File: config.mk
export PLATFORM = sky130hd
export DESIGN_NAME = sorted_unique_set_engine
export DESIGN_NICKNAME = d
export VERILOG_FILES = /design/src/rtl/suse_pkg.sv /design/src/rtl/suse_ctrl.sv /design/src/rtl/suse_datapath.sv /design/src/rtl/sorted_unique_set_engine.sv
export SDC_FILE = /design/constraint.sdc
export NUM_CORES = 1
export LEC_CHECK = 0
export ABC_AREA = 1
export BUFFER_PORTS_ARGS = -buffer_cell sky130_fd_sc_hd__buf_4
export CAP_MARGIN = 20
export CORE_MARGIN = 4
export CORE_UTILIZATION = 52
export DETAILED_ROUTE_END_ITERATION = 10
export PLACE_DENSITY = 0.68
export RECOVER_POWER = 25
export SETUP_SLACK_MARGIN = 0.1
export SYNTH_ARGS = -nofsm -noshare
export SYNTH_HDL_FRONTEND = slang
export SYNTH_SLANG_ARGS = --single-unit
export TNS_END_PERCENT = 100
File: constraint.sdc
create_clock -name clk -period 7.42 [get_ports clk]
set_clock_uncertainty 0.2 [all_clocks]
set_input_delay 0.371 -clock clk [delete_from_list [all_inputs] [get_ports clk]]
set_output_delay 0.371 -clock clk [all_outputs]
set_load 0.05 [all_outputs]
File: src/rtl/suse_pkg.sv
// Shared types and constants for the sorted unique set engine.
// Holds request codes, field widths, controller state type and the controller command bundle.
// No dependencies.
`default_nettype none

package suse_pkg;

    // Request operation codes
    localparam logic [1:0] REQ_INSERT = 2'd0;
    localparam logic [1:0] REQ_LOOKUP = 2'd1;
    localparam logic [1:0] REQ_CLEAR  = 2'd2;

    // Fixed field widths
    localparam int unsigned KEY_W = 32;
    localparam int unsigned IDX_W = 5;

    // Controller states
    typedef enum logic [0:0] {
        ST_IDLE   = 1'b0,
        ST_UPDATE = 1'b1
    } ctrl_state_t;

    // Commands from controller to datapath
    typedef struct packed {
        logic capture;   // latch request and compare against every stored entry
        logic commit;    // resolve position, update list, publish result
    } ctrl_cmd_t;

endpackage : suse_pkg

`default_nettype wire

File: src/rtl/suse_ctrl.sv
// Controller state machine for the sorted unique set engine.
// Sequences capture and commit of each request; depends on suse_pkg.
`default_nettype none

module suse_ctrl
(
    input  wire logic              clk,
    input  wire logic              rst_n,
    input  wire logic              start,
    output logic                   busy,
    output suse_pkg::ctrl_cmd_t    cmd
);
    import suse_pkg::*;

    ctrl_state_t state_reg;
    ctrl_state_t state_next;

    // Hold the current state
    always_ff @(posedge clk or negedge rst_n)
    begin
        if (!rst_n)
        begin
            state_reg <= ST_IDLE;
        end
        else
        begin
            state_reg <= state_next;
        end
    end

    // Advance to the update state on an accepted transaction, then return to idle
    always_comb
    begin
        state_next = state_reg;
        unique case (state_reg)
            ST_IDLE:
            begin
                if (start)
                begin
                    state_next = ST_UPDATE;
                end
            end
            ST_UPDATE:
            begin
                state_next = ST_IDLE;
            end
            default:
            begin
                state_next = ST_IDLE;
            end
        endcase
    end

    // Drive busy and datapath commands
    always_comb
    begin
        busy        = 1'b0;
        cmd.capture = 1'b0;
        cmd.commit  = 1'b0;
        unique case (state_reg)
            ST_IDLE:
            begin
                cmd.capture = start;
            end
            ST_UPDATE:
            begin
                busy       = 1'b1;
                cmd.commit = 1'b1;
            end
            default:
            begin
                busy = 1'b0;
            end
        endcase
    end

endmodule : suse_ctrl

`default_nettype wire

File: src/rtl/suse_datapath.sv
// Datapath of the sorted unique set engine: entry row, compare bank,
// position encoder, shift-and-insert cells and result registers; depends on suse_pkg.
`default_nettype none

module suse_datapath
#(
    parameter int unsigned CAPACITY = 16
)
(
    input  wire logic                          clk,
    input  wire logic                          rst_n,
    input  wire suse_pkg::ctrl_cmd_t           cmd,
    input  wire logic [1:0]                    req_type,
    input  wire logic signed [suse_pkg::KEY_W-1:0] value,
    output logic                               done,
    output logic                               found,
    output logic [suse_pkg::IDX_W-1:0]         position,
    output logic                               inserted,
    output logic                               overflow,
    output logic [suse_pkg::IDX_W-1:0]         entry_count,
    output logic signed [suse_pkg::KEY_W-1:0]  smallest
);
    import suse_pkg::*;

    localparam int unsigned CW = $clog2(CAPACITY + 1);

    // Stored list and request registers
    logic signed [KEY_W-1:0] entries_reg [CAPACITY];
    logic signed [KEY_W-1:0] entries_next [CAPACITY];
    logic [CW-1:0]           count_reg;
    logic [CW-1:0]           count_next;
    logic [1:0]              op_reg;
    logic signed [KEY_W-1:0] key_reg;
    logic [CAPACITY-1:0]     lt_reg;
    logic [CAPACITY-1:0]     eq_reg;

    // Result registers
    logic                    done_reg;
    logic                    found_reg;
    logic [IDX_W-1:0]        position_reg;
    logic                    inserted_reg;
    logic                    overflow_reg;
    logic [IDX_W-1:0]        entry_count_reg;
    logic signed [KEY_W-1:0] smallest_reg;

    // Commit-cycle decode
    logic [CAPACITY:0]       lt_ext;
    logic [CW-1:0]           pos_c;
    logic                    found_c;
    logic                    is_insert;
    logic                    is_search;
    logic                    do_write;
    logic                    overflow_c;
    logic [CW+IDX_W-1:0]     pos_wide;
    logic [CW+IDX_W-1:0]     count_wide;

    // Compare the incoming key against every valid entry in parallel
    always_ff @(posedge clk)
    begin
        if (cmd.capture)
        begin
            op_reg  <= req_type;
            key_reg <= value;
            for (int i = 0; i < CAPACITY; i++)
            begin
                lt_reg[i] <= (CW'(i) < count_reg) && (entries_reg[i] < value);
                eq_reg[i] <= (CW'(i) < count_reg) && (entries_reg[i] == value);
            end
        end
    end

    // Encode lower bound from the thermometer-coded less-than vector
    always_comb
    begin
        lt_ext = {1'b0, lt_reg};
        pos_c  = '0;
        for (int i = 0; i < CAPACITY; i++)
        begin
            if (lt_ext[i] && !lt_ext[i+1])
            begin
                pos_c = pos_c | CW'(i + 1);
            end
        end
    end

    // Decode the operation
    always_comb
    begin
        found_c    = |eq_reg;
        is_insert  = (op_reg == REQ_INSERT);
        is_search  = (op_reg == REQ_INSERT) || (op_reg == REQ_LOOKUP);
        do_write   = is_insert && !found_c && (count_reg < CW'(CAPACITY));
        overflow_c = is_insert && !found_c && (count_reg == CW'(CAPACITY));
    end

    // Each cell takes the key, its lower neighbor, or holds
    for (genvar g = 0; g < CAPACITY; g++)
    begin : g_cell
        if (g == 0)
        begin : g_first
            always_comb
            begin
                entries_next[g] = entries_reg[g];
                if (do_write && (pos_c == CW'(0)))
                begin
                    entries_next[g] = key_reg;
                end
            end
        end
        else
        begin : g_rest
            always_comb
            begin
                entries_next[g] = entries_reg[g];
                if (do_write)
                begin
                    if (CW'(g) == pos_c)
                    begin
                        entries_next[g] = key_reg;
                    end
                    else if (CW'(g) > pos_c)
                    begin
                        entries_next[g] = entries_reg[g-1];
                    end
                end
            end
        end
    end

    // Next entry count
    always_comb
    begin
        count_next = count_reg;
        if (op_reg == REQ_CLEAR)
        begin
            count_next = '0;
        end
        else if (do_write)
        begin
            count_next = count_reg + CW'(1);
        end
        pos_wide   = {{IDX_W{1'b0}}, pos_c};
        count_wide = {{IDX_W{1'b0}}, count_next};
    end

    // Write the entry row on commit
    always_ff @(posedge clk)
    begin
        if (cmd.commit)
        begin
            for (int i = 0; i < CAPACITY; i++)
            begin
                entries_reg[i] <= entries_next[i];
            end
        end
    end

    // Hold the entry count and the done flag
    always_ff @(posedge clk or negedge rst_n)
    begin
        if (!rst_n)
        begin
            count_reg <= '0;
            done_reg  <= 1'b0;
        end
        else
        begin
            done_reg <= cmd.commit;
            if (cmd.commit)
            begin
                count_reg <= count_next;
            end
        end
    end

    // Publish the result transaction
    always_ff @(posedge clk)
    begin
        if (cmd.commit)
        begin
            found_reg       <= is_search && found_c;
            position_reg    <= is_search ? pos_wide[IDX_W-1:0] : '0;
            inserted_reg    <= do_write;
            overflow_reg    <= overflow_c;
            entry_count_reg <= count_wide[IDX_W-1:0];
            smallest_reg    <= (count_next != '0) ? entries_next[0] : '0;
        end
    end

    assign done        = done_reg;
    assign found       = found_reg;
    assign position    = position_reg;
    assign inserted    = inserted_reg;
    assign overflow    = overflow_reg;
    assign entry_count = entry_count_reg;
    assign smallest    = smallest_reg;

    // Count stays within capacity
    a_count_bound: assert property (@(posedge clk) disable iff (!rst_n)
        count_reg <= CW'(CAPACITY))
        else $error("entry count above capacity");

    // An insert either stores or overflows, never both
    a_ins_ovf: assert property (@(posedge clk) disable iff (!rst_n)
        done_reg |-> !(inserted_reg && overflow_reg))
        else $error("insert and overflow both set");

    // A key already present is never stored again
    a_found_ins: assert property (@(posedge clk) disable iff (!rst_n)
        done_reg |-> !(found_reg && inserted_reg))
        else $error("duplicate key inserted");

    // A stored insert grows the list by exactly one
    a_ins_grow: assert property (@(posedge clk) disable iff (!rst_n)
        (done_reg && inserted_reg) |-> (count_reg == $past(count_reg) + CW'(1)))
        else $error("insert did not grow the list by one");

endmodule : suse_datapath

`default_nettype wire

File: src/rtl/sorted_unique_set_engine.sv
// Accept registers the request and its compare bank; the update step then writes the list and
// the result registers and raises done. A new request is not accepted while busy; busy is high
// for the one update cycle that follows each accept, set by the registered compare bank feeding
// the single update step. The receiver cannot stall; done is shown for exactly one cycle.
// Reset empties the list (count zero); stored entry contents stay undefined until written.
// Top level: joins suse_ctrl and suse_datapath; depends on suse_pkg.
`default_nettype none

module sorted_unique_set_engine
#(
    parameter int unsigned CAPACITY = 16
)
(
    input  wire logic                              clk,
    input  wire logic                              rst_n,
    input  wire logic                              start,
    output logic                                   busy,
    input  wire logic [1:0]                        req_type,
    input  wire logic signed [suse_pkg::KEY_W-1:0] value,
    output logic                                   done,
    output logic                                   found,
    output logic [suse_pkg::IDX_W-1:0]             position,
    output logic                                   inserted,
    output logic                                   overflow,
    output logic [suse_pkg::IDX_W-1:0]             entry_count,
    output logic signed [suse_pkg::KEY_W-1:0]      smallest
);
    import suse_pkg::*;

    ctrl_cmd_t cmd;

    // Sequence each transaction
    suse_ctrl u_ctrl
    (
        .clk   (clk),
        .rst_n (rst_n),
        .start (start),
        .busy  (busy),
        .cmd   (cmd)
    );

    // Search, update and report
    suse_datapath
    #(
        .CAPACITY (CAPACITY)
    )
    u_datapath
    (
        .clk         (clk),
        .rst_n       (rst_n),
        .cmd         (cmd),
        .req_type    (req_type),
        .value       (value),
        .done        (done),
        .found       (found),
        .position    (position),
        .inserted    (inserted),
        .overflow    (overflow),
        .entry_count (entry_count),
        .smallest    (smallest)
    );

endmodule : sorted_unique_set_engine

`default_nettype wire
# After elaboration in Yosys (flattened, before gate mapping)
# Memories as Yosys holds them, arrays and structs flattened.
# Cells that the tools add are included.
dict set report classes {
  n_addsub 1
  multipliers 0
  div 0
  order_cmp 48
  n_eq_ne 34
  n_shift 0
  mux 70
  n_bitwise 1
  n_reduce_logical 73
}
# operator n
set op_table {}
lappend op_table {{2-to-1 mux 32 bit} 46}
lappend op_table {{equality test 32 bit} 16}
lappend op_table {{less-than comparator 32 bit} 16}
lappend op_table {{logical AND 1 bit} 52}
lappend op_table {{equality test 4 x 5 -> 1 bit, first input constant} 8}
lappend op_table {{greater-than comparator 4 x 5 -> 1 bit, first input constant} 8}
lappend op_table {{less-than comparator 4 x 5 -> 1 bit, first input constant} 8}
lappend op_table {{2-to-1 mux 4 bit} 8}
lappend op_table {{equality test 3 x 5 -> 1 bit, first input constant} 4}
lappend op_table {{greater-than comparator 3 x 5 -> 1 bit, first input constant} 4}
lappend op_table {{less-than comparator 3 x 5 -> 1 bit, first input constant} 4}
lappend op_table {{logical NOT 1 bit} 16}
lappend op_table {{OR reduction 16 bit} 1}
lappend op_table {{2-to-1 mux 5 bit} 3}
lappend op_table {{2-to-1 mux 3 bit} 4}
lappend op_table {{equality test 2 x 5 -> 1 bit, first input constant} 2}
lappend op_table {{greater-than comparator 2 x 5 -> 1 bit, first input constant} 2}
lappend op_table {{less-than comparator 1 x 5 -> 1 bit, first input constant} 2}
lappend op_table {{less-than comparator 2 x 5 -> 1 bit, first input constant} 2}
lappend op_table {{2-to-1 mux 1 bit} 6}
lappend op_table {{adder 5 x 1 -> 5 bit, second input constant} 1}
lappend op_table {{equality test 1 x 5 -> 1 bit, first input constant} 1}
lappend op_table {{equality test 5 bit, second input constant} 1}
lappend op_table {{greater-than comparator 1 x 5 -> 1 bit, first input constant} 1}
lappend op_table {{10 further kinds} 11}
dict set report word_totals {
  regBits 118
  latch_bits 0
  mem_bits_rw 512
  romBits 0
  output_inout_bits 47
  elab_cells 241
  mem_count 1
}
# name words word_bits read_ports rd_ports_with_merged_regs wr line
set mem_list {}
lappend mem_list {u_datapath.entries_reg 16 32 16 0 16 suse_datapath.sv:28} ;# logic signed [KEY_W-1:0] entries_reg [CAPACITY];

# Logic depth before layout (Yosys ltp)
dict set report logic_depth {
  ltp_word 22
  depth_mapped 15
  ltp_nobuf 15
}

# Modules after synthesis
# A second synthesis with hierarchy kept.
dict set report unflattened {
  cells_unflattened 3927
  hier_area_um2 37501.0
}
# module n_inst cells_per_inst area_per_inst_um2 seq_area_each_um2
set by_module_without_submodules {}
lappend by_module_without_submodules {suse_datapath 1 3922 37450.9 18858.1}
lappend by_module_without_submodules {suse_ctrl 1 5 50.0 25.0}

# Worst setup path before layout
# OpenSTA, ideal clock, no wires.
dict set report synth_timing {
  kind {register to register}
  startpoint {register u_ctrl.state_reg}
  endpoint {memory u_datapath.entries_reg[2][0], in the netlist u_datapath.entries_reg[0][64], enable pin}
  setup_ns 0.468
  arrival_ns 5.087
  slack_ns 1.666
  stages_incl_launch_ff 5
  n_path_buf 0
  period_less_slack_ns 5.754
  path_cell_list {dfrtp_1 > inv_1 > nor2_1 > nand2_1 > nor3b_1}
}
# item line
set synth_rtl {}
lappend synth_rtl {{start: declaration} suse_ctrl.sv:15} ;# ctrl_state_t state_reg;
lappend synth_rtl {{start signal: assignment} suse_ctrl.sv:27} ;# state_reg <= state_next;
lappend synth_rtl {{end: declaration} suse_datapath.sv:28}

==> impl_results.md <==
- Achievable frequency: 201 MHz
- Peak supply drop: 0.000206 V
- Number of buffers on the longest clock path: 3
- Number of maximum-capacitance violations: 5
- Clock root buffer: clkbuf_16
- Number of remaining DRC errors: 0
- Synth Warn #: 0
- Number of cells upsized or downsized after cts: 0
- Final core area utilization: 0.579
- Post-synth cell types: 43
- H-tree depth: 3
- Final routed wire length divided by cell count: 17.6 um
- Portion of total power attributed to sequential cells: 0.492
- Starting utilization of the core area: 0.526
- Routability congestion estimate: 0.886
- Ranking of synthesized cells by area: edfxtp_1, ha_1, nand2_1, o21ai_1, a21oi_1
- Transition at the pin with the smallest max-transition slack: 2680 ps
- EDFF count, synth: 623
- Unrepaired setup endpoints after global routing: false
- Switching power of the nets: 1920 uW
- Clock latency reported for the late side of the worst-skew pair: 610 ps
- Cell total after placement: 4849
- Type of origin of the critical path: register
- Antenna violations before repair: 1
- Status: complete, but fails checks
- Clock slew at reported path FFs: 60 ps
- Area leader, netlist: edfxtp_1
- Crit share post-route: 0.669
- Crit path kind: register to register
- Ys async rst share: 0.0111
- Final count of hold timing violations: 0
- Number of clock sinks seen by CTS: 630
- Setup violators final: 0
- Detailed-placement wirelength estimate: 67500 um
- Number of instances on the worst hold path: 3
- Pin count of the biggest net entering global routing: 70
- WP data arrival: 5030 ps
- TNS Setup: 0 ps
- Average footprint of a synthesized cell: 9.57 um2
- Worst hold start: start
- Most used flip-flop cell after synthesis: edfxtp_1
- Total number of vias: 27800
- Sort of element at the end of the critical path: register
- Worst Path Required: 7480 ps
- Critical R2R Capture: u_datapath.entries_reg[0][179]
- Number of global-route vias before repair: 27300
- Wire length of the first global-routing pass: 141000 um
- Sequential share of the synthesized area: 0.502
- Netlist area before placement: 0.0376 mm2
- Congestion Overflow GR: 0
- Area Overhead vs Synth: 10.2%
- Top-area cell type share of the netlist area: 0.497
- Share of total power consumed by net switching: 0.239
- Cell area power density: 193 mW/mm2
- Core outline area: 0.0716 mm2
- Antenna cells: 0
- Worst min-delay path category: input pin to register
- Final Instance Area: 0.0415 mm2
- Final #Nets: 4564
- Max-slew violation count: 263
- Clk pwr share: 0.425
- Number of placed I/O pins: 84
- Number of buffers created by CTS: 71
- Shortest period the worst path allows: 4970 ps
- Origin of the critical flop-to-flop path: u_datapath.lt_reg[15]
- Violations in the final reports: max-capacitance violations, max-slew violations
- Number of DRC violations after detailed-routing iteration 0: 2014
- Leakage component of the power: 0.0182 uW
- Area of the die: 0.0767 mm2
- Relative slew slack: -0.785
- Total Wirelength: 88200 um
- Tot GR Track Use: 0.227
- Number of buffer cells added on primary ports: 83
- Finished Layout Cells: 5014
- CTS tree: done
- Sum of internal, switching and leakage power: 8020 uW
- Flip-flop count of the largest register after layout: 512
- Combinational share of power: 0.082
- Die Y-Extent: 277 um
- Layout fillers: 6150
- Worst Hold End: u_datapath.eq_reg[4]
- Post-Synthesis Cells: 3931
- Syn Nets: 4481
- Setup slack of the most critical reg-to-reg path: 2450 ps
- Area after detailed placement: 0.0391 mm2
- Antenna viol nets, final: 0
- 1st-pass router iterations: 6
- Maximum net fanout on the critical path: 64
- Fraction of layout instances using a drive strength above 1: 0.0470
- Placement row count: 98
- Worst R2R Path Depth: 11
- Register bit count reported by yosys: 630
- Cell-internal power: 6100 uW
- Die W: 277 um
- Number of vias per cell: 5.55
## stage by stage
step,worst slack (ps),hold WS [ps]
global route,1980,21.2
CTS,3900,66.3
detailed placement,3940,9.06
global placement,4010,8.39
finish,2450,22.0
floorplan,1670,-125
## metal layers
metal	wire length, um	global-route usage	vias to the layer above
met5	0	0	-
met4	2930	0.0840	0
met3	4590	0.0315	159
met2	43300	0.399	635
met1	37400	0.287	13100
li1	-	-	14000
## what timing repair did
action	4_1_cts	5_1_grt
hold buffers	36	0
setup buffers	0	0
hold endpoints to repair	41	0
## logic make-up (layout without fill, tap and decap cells)
kind of cell | count (synthesis) | count (layout) | synth area share
XOR/XNOR | 2 | 2 | 0.000466
buffers and inverters | 456 | 589 | 0.0499
adder cells (fa/ha/maj) | 513 | 513 | 0.171
AO/OA/AOI/OAI | 845 | 845 | 0.115
AND/OR/NAND/NOR | 1485 | 1485 | 0.162
flip-flops | 630 | 630 | 0.502
## cells in the mapped netlist, types with 2 or more instances
master / instances
nand2_2: 4
nand3_2: 7
nand2_1: 1026
buf_6: 9
and2_1: 2
clkbuf_1: 68
buf_4: 4
a21oi_1: 245
nand3b_1: 2
o21a_1: 21
nand3_1: 90
inv_1: 305
nor2_4: 3
nor2_2: 2
o21bai_1: 18
ha_1: 513
nor4b_1: 2
nor2_1: 227
nor4_1: 17
and3_1: 9
inv_2: 6
edfxtp_1: 623
o21ai_1: 346
nor3_1: 36
dfrtp_1: 7
nor3b_1: 2
nand2_4: 3
o21ai_0: 211
nand4_1: 46
or2_2: 4
buf_2: 61
## power groups by stage
stage | clock network, uW | logic (uW) | registers [uW]
after floorplan | 0 | 403 | 4070
after global placement | 0 | 638 | 4020
after detailed placement | 0 | 659 | 4020
after CTS | 3470 | 679 | 3950
after global routing | 3610 | 757 | 3950
final | 3410 | 660 | 3950
## final cells by class
| cell class | instances | area (um2) | share of cell area |
|---|---|---|---|
| sequential | 630 | 18900 | 0.455 |
| inverter | 312 | 1170 | 0.0283 |
| clock inverter | 36 | 273 | 0.00658 |
| multi-input combinational | 2845 | 16900 | 0.408 |
| timing repair buffer | 154 | 1100 | 0.0266 |
| tap | 950 | 1190 | 0.0287 |
| clock buffer | 87 | 1920 | 0.0463 |
## how the worst max path moves through the flow
stage	from	end	slack (ps)	depth (start not counted)
final	u_datapath.lt_reg[15]	u_datapath.entries_reg[0][179]	2450	11
after global routing	u_datapath.lt_reg[15]	u_datapath.entries_reg[0][160]	1980	12
after CTS	u_datapath.lt_reg[15]	u_datapath.entries_reg[0][133]	3900	11
after detailed placement	u_datapath.lt_reg[15]	u_datapath.entries_reg[0][133]	3940	11
after global placement	u_datapath.lt_reg[15]	u_datapath.entries_reg[1][192]	4010	11
after floorplan	u_ctrl.state_reg	u_datapath.entries_reg[0][64]	1670	4
## critical path: stages, from the launching register on
cell and delay, ps:
edfxtp_1 480, inv_1 190, nand2_1 90, o21ai_0 80, inv_1 130, nand3_1 120
nor2_1 110, nand2_1 350, clkinvlp_2 520, nand3_1 270, clkbuf_1 1810, o21ai_0 220
## layout by cell type (no fill, tap or decap), drive strengths merged
| master | Yosys | routed |
|---|---|---|
| a31oi | 1 | 1 |
| nor4b | 2 | 2 |
| nand4 | 47 | 47 |
| and2 | 2 | 2 |
| nor3 | 37 | 37 |
| edfxtp | 623 | 623 |
| nor2 | 233 | 233 |
| o31ai | 1 | 1 |
| nand2 | 1033 | 1033 |
| o21ai | 557 | 557 |
| o21a | 21 | 21 |
| inv | 311 | 314 |
| nand3b | 2 | 2 |
| clkinv | 1 | 28 |
| or2 | 4 | 4 |
| bufinv | 0 | 4 |
| dfrtp | 7 | 7 |
| clkinvlp | 0 | 2 |
| xor2 | 1 | 1 |
| buf | 75 | 32 |
| xnor2 | 1 | 1 |
| and3 | 9 | 9 |
| nor4 | 17 | 17 |
| nor3b | 2 | 2 |
| clkbuf | 69 | 173 |
| a21oi | 245 | 245 |
| dlygate4sd3 | 0 | 36 |
| o21bai | 18 | 18 |
| ha | 513 | 513 |
| o211ai | 1 | 1 |
| nand3 | 97 | 97 |
| a41oi | 1 | 1 |
No activity file was read; power rests on OpenSTA's default activity.
